File: src/rtl/cbeq_pkg.sv
// ----------------------------------------------------------------------------
// cbeq_pkg
// Shared types, codes and the section microprogram of the equalizer core.
// ----------------------------------------------------------------------------
package cbeq_pkg;

  localparam int NCOEF = 11;
  localparam logic [3:0] FETCH_LAST = 4'(NCOEF);

  typedef enum logic [1:0] {
    REQ_SAMPLE,
    REQ_COEF,
    REQ_MODE,
    REQ_COUNT
  } req_t;

  typedef enum logic [3:0] {
    S_CLEAR,
    S_IDLE,
    S_DISPATCH,
    S_MODE_WR,
    S_BAND,
    S_CHECK,
    S_FETCH,
    S_CALC,
    S_WB,
    S_DONE
  } state_t;

  typedef enum logic [2:0] {
    OPND_X,
    OPND_S0,
    OPND_S1,
    OPND_V1,
    OPND_V2,
    OPND_V3,
    OPND_OUT
  } opnd_t;

  typedef enum logic [2:0] {
    BASE_ZERO,
    BASE_ACC,
    BASE_S0,
    BASE_S1,
    BASE_NS0,
    BASE_NS1
  } base_t;

  typedef enum logic [1:0] {
    TERM_PROD,
    TERM_V1X2,
    TERM_V2X2
  } term_t;

  typedef enum logic [2:0] {
    DST_OUT,
    DST_N0,
    DST_N1,
    DST_V1,
    DST_V2
  } dst_t;

  typedef struct packed {
    logic       mul;
    logic [3:0] csel;
    opnd_t      opnd;
    logic       acc;
    base_t      base;
    term_t      term;
    logic       tneg;
    logic       wr;
    dst_t       dst;
    logic       last;
  } uop_t;

  typedef struct packed {
    logic       clr_step;
    logic       cap;
    logic       coef_wr;
    logic       count_wr;
    logic       row_rd_cfg;
    logic       mode_wr;
    logic       row_rd_band;
    logic       band_next;
    logic       fetch_en;
    logic [3:0] fetch_idx;
    logic       cap_en;
    logic [3:0] cap_idx;
    logic       calc;
    uop_t       uop;
    logic       wb;
    logic       out_load;
  } cmd_t;

  typedef struct packed {
    logic clr_done;
    req_t req;
    logic band_done;
    logic bypass;
    logic svf;
    logic out_busy;
  } sts_t;

  function automatic uop_t mk_mul(logic [3:0] c, opnd_t o);
    uop_t u;
    u = '0;
    u.mul = 1'b1;
    u.csel = c;
    u.opnd = o;
    return u;
  endfunction

  function automatic uop_t mk_acc(base_t b, term_t t, logic n);
    uop_t u;
    u = '0;
    u.acc = 1'b1;
    u.base = b;
    u.term = t;
    u.tneg = n;
    return u;
  endfunction

  function automatic uop_t mk_wr(dst_t d, logic l);
    uop_t u;
    u = '0;
    u.wr = 1'b1;
    u.dst = d;
    u.last = l;
    return u;
  endfunction

  function automatic uop_t uop_rom(logic svf, logic [4:0] step);
    uop_t u;
    u = mk_wr(DST_N1, 1'b1);
    if (!svf) begin
      case (step)
        5'd0:    u = mk_mul(4'd0, OPND_X);
        5'd1:    u = mk_acc(BASE_S0, TERM_PROD, 1'b0);
        5'd2:    u = mk_wr(DST_OUT, 1'b0);
        5'd3:    u = mk_mul(4'd1, OPND_X);
        5'd4:    u = mk_acc(BASE_S1, TERM_PROD, 1'b0);
        5'd5:    u = mk_mul(4'd3, OPND_OUT);
        5'd6:    u = mk_acc(BASE_ACC, TERM_PROD, 1'b1);
        5'd7:    u = mk_wr(DST_N0, 1'b0);
        5'd8:    u = mk_mul(4'd2, OPND_X);
        5'd9:    u = mk_acc(BASE_ZERO, TERM_PROD, 1'b0);
        5'd10:   u = mk_mul(4'd4, OPND_OUT);
        5'd11:   u = mk_acc(BASE_ACC, TERM_PROD, 1'b1);
        5'd12:   u = mk_wr(DST_N1, 1'b1);
        default: u = mk_wr(DST_N1, 1'b1);
      endcase
    end else begin
      case (step)
        5'd0:    u = mk_mul(4'd5, OPND_S0);
        5'd1:    u = mk_acc(BASE_ZERO, TERM_PROD, 1'b0);
        5'd2:    u = mk_mul(4'd6, OPND_V3);
        5'd3:    u = mk_acc(BASE_ACC, TERM_PROD, 1'b0);
        5'd4:    u = mk_wr(DST_V1, 1'b0);
        5'd5:    u = mk_mul(4'd6, OPND_S0);
        5'd6:    u = mk_acc(BASE_S1, TERM_PROD, 1'b0);
        5'd7:    u = mk_mul(4'd7, OPND_V3);
        5'd8:    u = mk_acc(BASE_ACC, TERM_PROD, 1'b0);
        5'd9:    u = mk_wr(DST_V2, 1'b0);
        5'd10:   u = mk_acc(BASE_NS0, TERM_V1X2, 1'b0);
        5'd11:   u = mk_wr(DST_N0, 1'b0);
        5'd12:   u = mk_acc(BASE_NS1, TERM_V2X2, 1'b0);
        5'd13:   u = mk_wr(DST_N1, 1'b0);
        5'd14:   u = mk_mul(4'd8, OPND_X);
        5'd15:   u = mk_acc(BASE_ZERO, TERM_PROD, 1'b0);
        5'd16:   u = mk_mul(4'd9, OPND_V1);
        5'd17:   u = mk_acc(BASE_ACC, TERM_PROD, 1'b0);
        5'd18:   u = mk_mul(4'd10, OPND_V2);
        5'd19:   u = mk_acc(BASE_ACC, TERM_PROD, 1'b0);
        5'd20:   u = mk_wr(DST_OUT, 1'b1);
        default: u = mk_wr(DST_OUT, 1'b1);
      endcase
    end
    return u;
  endfunction

endpackage

File: src/rtl/cbeq_ctrl.sv
// ----------------------------------------------------------------------------
// cbeq_ctrl
// Sequencer: clear sweep, request dispatch, band walk, fetch and microprogram.
// ----------------------------------------------------------------------------
module cbeq_ctrl
  import cbeq_pkg::*;
(
  input  logic clk,
  input  logic rst,
  input  logic in_valid,
  output logic in_ready,
  input  sts_t sts,
  output cmd_t cmd
);

  state_t     state, state_next;
  logic [3:0] fcnt;
  logic [4:0] step;
  uop_t       uop;

  assign uop = uop_rom(sts.svf, step);

  always_ff @(posedge clk) begin
    if (rst) begin
      state <= S_CLEAR;
      fcnt  <= '0;
      step  <= '0;
    end else begin
      state <= state_next;
      fcnt  <= (state == S_FETCH) ? fcnt + 4'd1 : '0;
      step  <= (state == S_CALC) ? step + 5'd1 : '0;
    end
  end

  always_comb begin
    state_next = state;
    case (state)
      S_CLEAR:    if (sts.clr_done) state_next = S_IDLE;
      S_IDLE:     if (in_valid) state_next = S_DISPATCH;
      S_DISPATCH: begin
        case (sts.req)
          REQ_SAMPLE: state_next = S_BAND;
          REQ_MODE:   state_next = S_MODE_WR;
          default:    state_next = S_IDLE;
        endcase
      end
      S_MODE_WR:  state_next = S_IDLE;
      S_BAND:     state_next = sts.band_done ? S_DONE : S_CHECK;
      S_CHECK:    state_next = sts.bypass ? S_BAND : S_FETCH;
      S_FETCH:    if (fcnt == FETCH_LAST) state_next = S_CALC;
      S_CALC:     if (uop.last) state_next = S_WB;
      S_WB:       state_next = S_BAND;
      S_DONE:     if (!sts.out_busy) state_next = S_IDLE;
      default:    state_next = S_IDLE;
    endcase
  end

  always_comb begin
    cmd = '0;
    in_ready = (state == S_IDLE);
    cmd.fetch_idx = fcnt;
    cmd.cap_idx = fcnt - 4'd1;
    cmd.uop = uop;
    case (state)
      S_CLEAR:    cmd.clr_step = 1'b1;
      S_IDLE:     cmd.cap = in_valid;
      S_DISPATCH: begin
        cmd.coef_wr    = (sts.req == REQ_COEF);
        cmd.count_wr   = (sts.req == REQ_COUNT);
        cmd.row_rd_cfg = (sts.req == REQ_MODE);
      end
      S_MODE_WR:  cmd.mode_wr = 1'b1;
      S_BAND:     cmd.row_rd_band = !sts.band_done;
      S_CHECK:    cmd.band_next = sts.bypass;
      S_FETCH: begin
        cmd.fetch_en = (fcnt != FETCH_LAST);
        cmd.cap_en   = (fcnt != 4'd0);
      end
      S_CALC:     cmd.calc = 1'b1;
      S_WB: begin
        cmd.wb        = 1'b1;
        cmd.band_next = 1'b1;
      end
      S_DONE:     cmd.out_load = !sts.out_busy;
      default:    cmd = '0;
    endcase
  end

endmodule

File: config.mk
export PLATFORM = sky130hd
export DESIGN_NAME = cbeq_ctrl
export DESIGN_NICKNAME = d
export VERILOG_FILES = /design/src/rtl/cbeq_pkg.sv /design/src/rtl/cbeq_ctrl.sv
export SDC_FILE = /design/constraint.sdc
export NUM_CORES = 1
export LEC_CHECK = 0
export BUFFER_PORTS_ARGS = -buffer_cell sky130_fd_sc_hd__buf_2
export CAP_MARGIN = 20
export CORE_MARGIN = 4
export CORE_UTILIZATION = 30
export CTS_CLUSTER_DIAMETER = 120
export CTS_CLUSTER_SIZE = 40
export DETAILED_ROUTE_END_ITERATION = 8
export GPL_TIMING_DRIVEN = 0
export PLACE_DENSITY = 0.59
export SLEW_MARGIN = 30
export SYNTH_ARGS = -nofsm -noshare
export SYNTH_HDL_FRONTEND = slang
export SYNTH_SLANG_ARGS = --single-unit
File: constraint.sdc
create_clock -name clk -period 6.1 [get_ports clk]
set_input_delay 0.61 -clock clk [delete_from_list [all_inputs] [get_ports clk]]
set_output_delay 0.61 -clock clk [all_outputs]
set_load 0.1 [all_outputs]
Word level (Yosys, flattened, before mapping)
Memory sizes are Yosys's and may differ from the RTL's. A register that Yosys moved wholly into a read port is not among the register bits.
Cells that the tools add are included.
{ "classes": {"eq_ne": 19, "bitwise": 2, "muxes": 27, "n_reduce_logical": 9, "n_addsub": 3} }
{ "ops": {"columns": ["cell", "count"], "rows": [
  ["$mux W20", 3],
  ["$mux W4", 9],
  ["$pmux W4 S9", 1],
  ["$eq A4 B3 Y1 const B", 4],
  ["$eq A4 B4 Y1 const B", 3],
  ["$reduce_or A10 Y1", 1],
  ["$mux W1", 9],
  ["$eq A4 B2 Y1 const B", 2],
  ["$ne A2 B2 Y1 const B", 4],
  ["$pmux W3 S2", 1],
  ["$add A5 B1 Y5 const B", 1],
  ["$mux W5", 1],
  ["$reduce_and A5 Y1", 1],
  ["$add A4 B1 Y4 const B", 1],
  ["$eq A2 B2 Y1 const B", 2],
  ["$eq A4 B1 Y1 const B", 1],
  ["$logic_not A4 Y1", 1],
  ["$ne A4 B4 Y1 const B", 1],
  ["$reduce_bool A4 Y1", 1],
  ["$reduce_or A2 Y1", 2],
  ["$sub A4 B1 Y4 const B", 1],
  ["$mux W3", 1],
  ["$eq A2 B1 Y1 const B", 1],
  ["$logic_not A1 Y1", 2],
  ["other kinds (5)", 6]
]} }
{ "word_totals": {"input_bits": 10, "mem_bits_ro": 832, "reg_bits": 13, "out_inout_bits": 42, "elab_cells": 65, "n_memories": 2} }
{ "memory_table": {"columns": ["name", "words", "word_bits", "rd", "rd_ports_with_merged_regs", "wr", "line_no", "text"], "rows": [
  ["(name not given)", 32, 19, 1, 1, 0, "cbeq_pkg.sv:153", "case (step)"],
  ["(name not given)", 16, 14, 1, 1, 0, "cbeq_pkg.sv:136", "case (step)"]
]} }

Depth between registers and ports, before layout
{ "logic_depth": {"depth_word": 4, "depth_mapped": 11, "ltp_nobuf": 9} }

Worst setup path after synthesis
Ideal clock, no wire load.
{ "synth_path": {"path_type": "reg-to-output", "start": "reg state[0]", "end": "out cmd[0] (netlist bit)", "setup_slack_ns": 1.626, "t_required_ns": 5.490, "arrival_ns": 3.864, "stages_incl_launch_ff": 4, "path_buffers": 1, "path_cell_list": "dfxtp_1 clkbuf_1 nand2b_1 nor4b_1"} }
{ "synth_rtl": {"columns": ["item", "line_no", "text"], "rows": [
  ["start: declaration", "cbeq_ctrl.sv:16", "state_t state, state_next;"],
  ["start signal: assignment", "cbeq_ctrl.sv:29", "state <= state_next;"],
  ["end: declaration", "cbeq_ctrl.sv:13", "output cmd_t cmd"]
]} }

==> results list <==
- The flow ran to the end, and the final reports show no timing, DRC or antenna violations.
- The number of global-route vias before repair was 2045.
- Async set or reset register ratio after synthesis: 0
* Most frequent cells in the layout: 52 x buf_2, 48 x nor2_1, 44 x dfxtp_1, 32 x nand2_1, 17 x a21oi_1
- Inserted Diodes: 0
- Least-Margin Pin Slew: 0.7108 ns
* First-pass GRT wire length: 10250 µm
- The total area inside the core boundary comes to 0.007767 mm².
* PostCTS Resize Cnt: 0
- Buffers added to address setup during post-CTS repair amount to 0.
- During synthesis, Yosys emitted a total of 0 warnings.
- Antenna violations before repair: 0
* Post-synth cell types: 49
- Final clock skew: 0.01235 ns
- The tightest min-delay check is of the reg -> reg type.
* Count of routing violations after the opening detailed-route iteration: 218
* Fraction of final layout cells sized beyond drive strength 1: 0.1989
- STA classifies the critical path startpoint as a register.
- XOR/XNOR Fraction of Synth Area: 0.04052
- Of the total synthesized cell area, the portion taken by AND, OR, NAND and NOR gates is 0.2914.
- CTS built an H-tree with a depth of 2.
* Standard-cell rows: 32
- Classification of the worst setup path: reg -> out
* Dominant combinational cell family by area after synthesis: simple AND/OR/NAND/NOR gates
- In this run the power spent charging and discharging nets is 163.9 µW.
* Arrival time at the worst endpoint: 2.62 ns
- In this run the tool buffered the top-level ports with 51 buffer cells.
- Worst Path Required: 5.49 ns
- Num CTS Buffers: 5
- Synthesis produced 303 cells.
- Of the total synthesized cell area, the portion taken by full adders, half adders and majority gates is 0.05714.
* Worst slew margin relative to its limit: 0.5244
- The share of total power dissipated in combinational logic is 0.123.
- Area share of the leading cell type in the synthesized netlist: 0.3657
* First drt pass iteration count: 5
- Die width: 97.60 µm
- LEAKAGE: 1.347 nW
- Largest vdd supply drop: 0.07596 mV
- Each instance of the synthesized netlist takes up on average 7.949 µm².
- TritonCTS built the clock tree.
* Vias per std cell: 4.860
* Kind of cell adding the most delay to the critical path: buffers and inverters
- Of the post-synthesis cell area, the part taken by muxes is 0.01870.
* Setup total negative slack: 0 ns
- Summed over all nets, the half-perimeter wirelength after detailed placement is 4719 µm.
- Leaving out fill and tap cells, the most frequent cell in the layout is buf_2.
- Setup repair after global routing left no endpoint under its margin.
- Cts hold-fix bufs: 0
* Count of final max-slew check failures: 0
- The floorplan step defined a die boundary enclosing 0.009526 mm².
- Entering global routing, the biggest net connects 16 pins.
* Most used DFF post-synth: dfxtp_1
* Sw frac: 0.2775
- The routed design has 6215 µm of wire.
* Register bit count reported by yosys: 44
- Vert. Die Dim: 97.60 µm
- Counting buffers and inverters, the worst setup path is 6 cells deep.
* Total design power: 590.7 µW
- Crit-path max FO: 10
* Total number of nets in the final design: 382
* Post-synth EDFFs: 0
* Total standard cell area after synthesis: 0.002409 mm²
- The longest clock path from root to sink contains 2 buffers.
- Area leader, netlist: dfxtp_1
- Traced cell by cell, the critical path runs through clkbuf_1 -> o21a_1 -> clkbuf_1 -> clkbuf_1 -> nor2_1 -> buf_2.
* Pwr/cell area: 203.1 mW/mm²
- Sequential cell area fraction in the yosys report: 0.3657
- Post-Synthesis Net Count: 324
* Clock latency reported for the late side of the worst-skew pair: 0.31 ns
- # Max-Cap Violations: 0
* Via total after detailed routing: 2255
- Across every metal layer, demand over resource in global routing totals 0.1307.
- Worst reg2reg setup slack: 3.66 ns
* Synthesis-to-finish area growth: 20.73%
- Internal power contribution: 426.8 µW
- Kind of end point of the critical path: primary output
- Remaining antenna violation count: 0
- Of the total power, the clock network draws 0.385.
* Number of cells on the worst hold path: 1
- Overflow left after global routing: 0
- In this design, the stage delay of the slowest critical-path cell is 0.47 ns.
- The critical path contains buffers and inverters numbering 4 combined.
- Library cell used as clock root buffer: clkbuf_8
* Routed wire per std cell: 13.39 µm
* Top-level port count: 52
* Post-layout min period: 3.234 ns
- At the end of routability-driven placement, the weighted congestion stood at 0.8631.
- Cell at the slowest stage of the critical path: dfxtp_1
* Number of failing hold endpoints at the final stage: 0
* Sequential fraction of design power: 0.492
* Period Utilization, post-route: 0.5302
* Max Clock Freq: 309.2 MHz
* Crit path top cell by count: clkbuf_1
* Starting density of the core: 0.3101
- In the routed design, unresolved DRC markers number 0.
- Count of final setup violators: 0
- The worst register-to-register path has a depth of 10.
* Clock slew seen by the registers of the worst setup and hold paths: 0.08 ns
- TritonCTS Sinks: 44
- Ranked by total cell area, the synthesized netlist is headed by dfxtp_1 37%, nor2_1 7.5%, ha_1 5.7%.
- The post-synthesis compound-gate area fraction came to 0.1610.
final cells by class:
class / count / area (µm²)
Fill cell: 855 / 4860
Buffer: 17 / 102.6
Multi-Input combinational cell: 228 / 1370
Sequential cell: 44 / 880.8
Timing Repair Buffer: 51 / 255.2
Clock buffer: 5 / 68.82
Clock inverter: 3 / 47.55
Tap cell: 102 / 127.6
Inverter: 14 / 55.05
cell usage after synthesis, drive strengths merged (3+ instances only):
cell / n
a22oi: 9
nand3: 15
nor3: 12
xnor2: 5
a21oi: 17
mux2i: 3
xor2: 4
nor3b: 3
nor2b: 6
o22ai: 4
o21ai: 13
buf: 7
and2: 3
ha: 11
nand2b: 4
inv: 12
clkbuf: 10
nand2: 32
and3: 12
dfxtp: 44
nor2: 48
worst register-to-register path, cell delays in order (launching register included):
cell and delay (ns):
dfxtp_1 0.47, and4b_1 0.25, buf_6 0.13, nand2_1 0.15, nor2_1 0.28, inv_1 0.16
ha_1 0.32, nor2_1 0.13, a21oi_1 0.06, o211a_1 0.20, o21a_1 0.18
stage by stage:
step,std cells,utilization,hold slack (ns),instance area (µm²),setup slack [ns]
after global routing,464,0.3744,0.5289,2908,2.653
after floorplan,303,-,0.4521,2409,1.626
after detailed placement,456,0.3594,0.4832,2791,3.158
after CTS,464,0.3744,0.4988,2908,2.820
final,464,0.3744,0.4922,2908,2.866
after global placement,456,0.3594,0.4836,2791,3.187
metal layers:
metal  wire, µm  GRT usage
met5          0          0
met4         67    0.03514
met3        268    0.02297
met2       2914     0.2077
met1       2965     0.1820
final timing paths:
kind         startpoint  endpoint
min             fcnt[0]   fcnt[0]
max            state[1]   cmd[13]
min reg2reg     fcnt[0]   fcnt[0]
max reg2reg    state[1]  register
kinds of logic after synthesis:
logic type / count (synthesis)
and+or+nand+nor: 144
AOI/OAI and AO/OA: 60
DFF: 44
buffers and inverters: 31
adders and majority gates: 11
xor gates and xnor gates: 9
muxes: 4
power by group through the flow:
stage | Combinational, mW | Clock (mW) | Sequential [mW]
6_report | 0.0729 | 0.227 | 0.290
3_5_place_dp | 0.0729 | 0 | 0.297
2_1_floorplan | 0.0584 | 0 | 0.296
4_1_cts | 0.0729 | 0.231 | 0.290
5_1_grt | 0.0777 | 0.242 | 0.291
3_3_place_gp | 0.0724 | 0 | 0.297
Power figures use the tool's default switching activity.
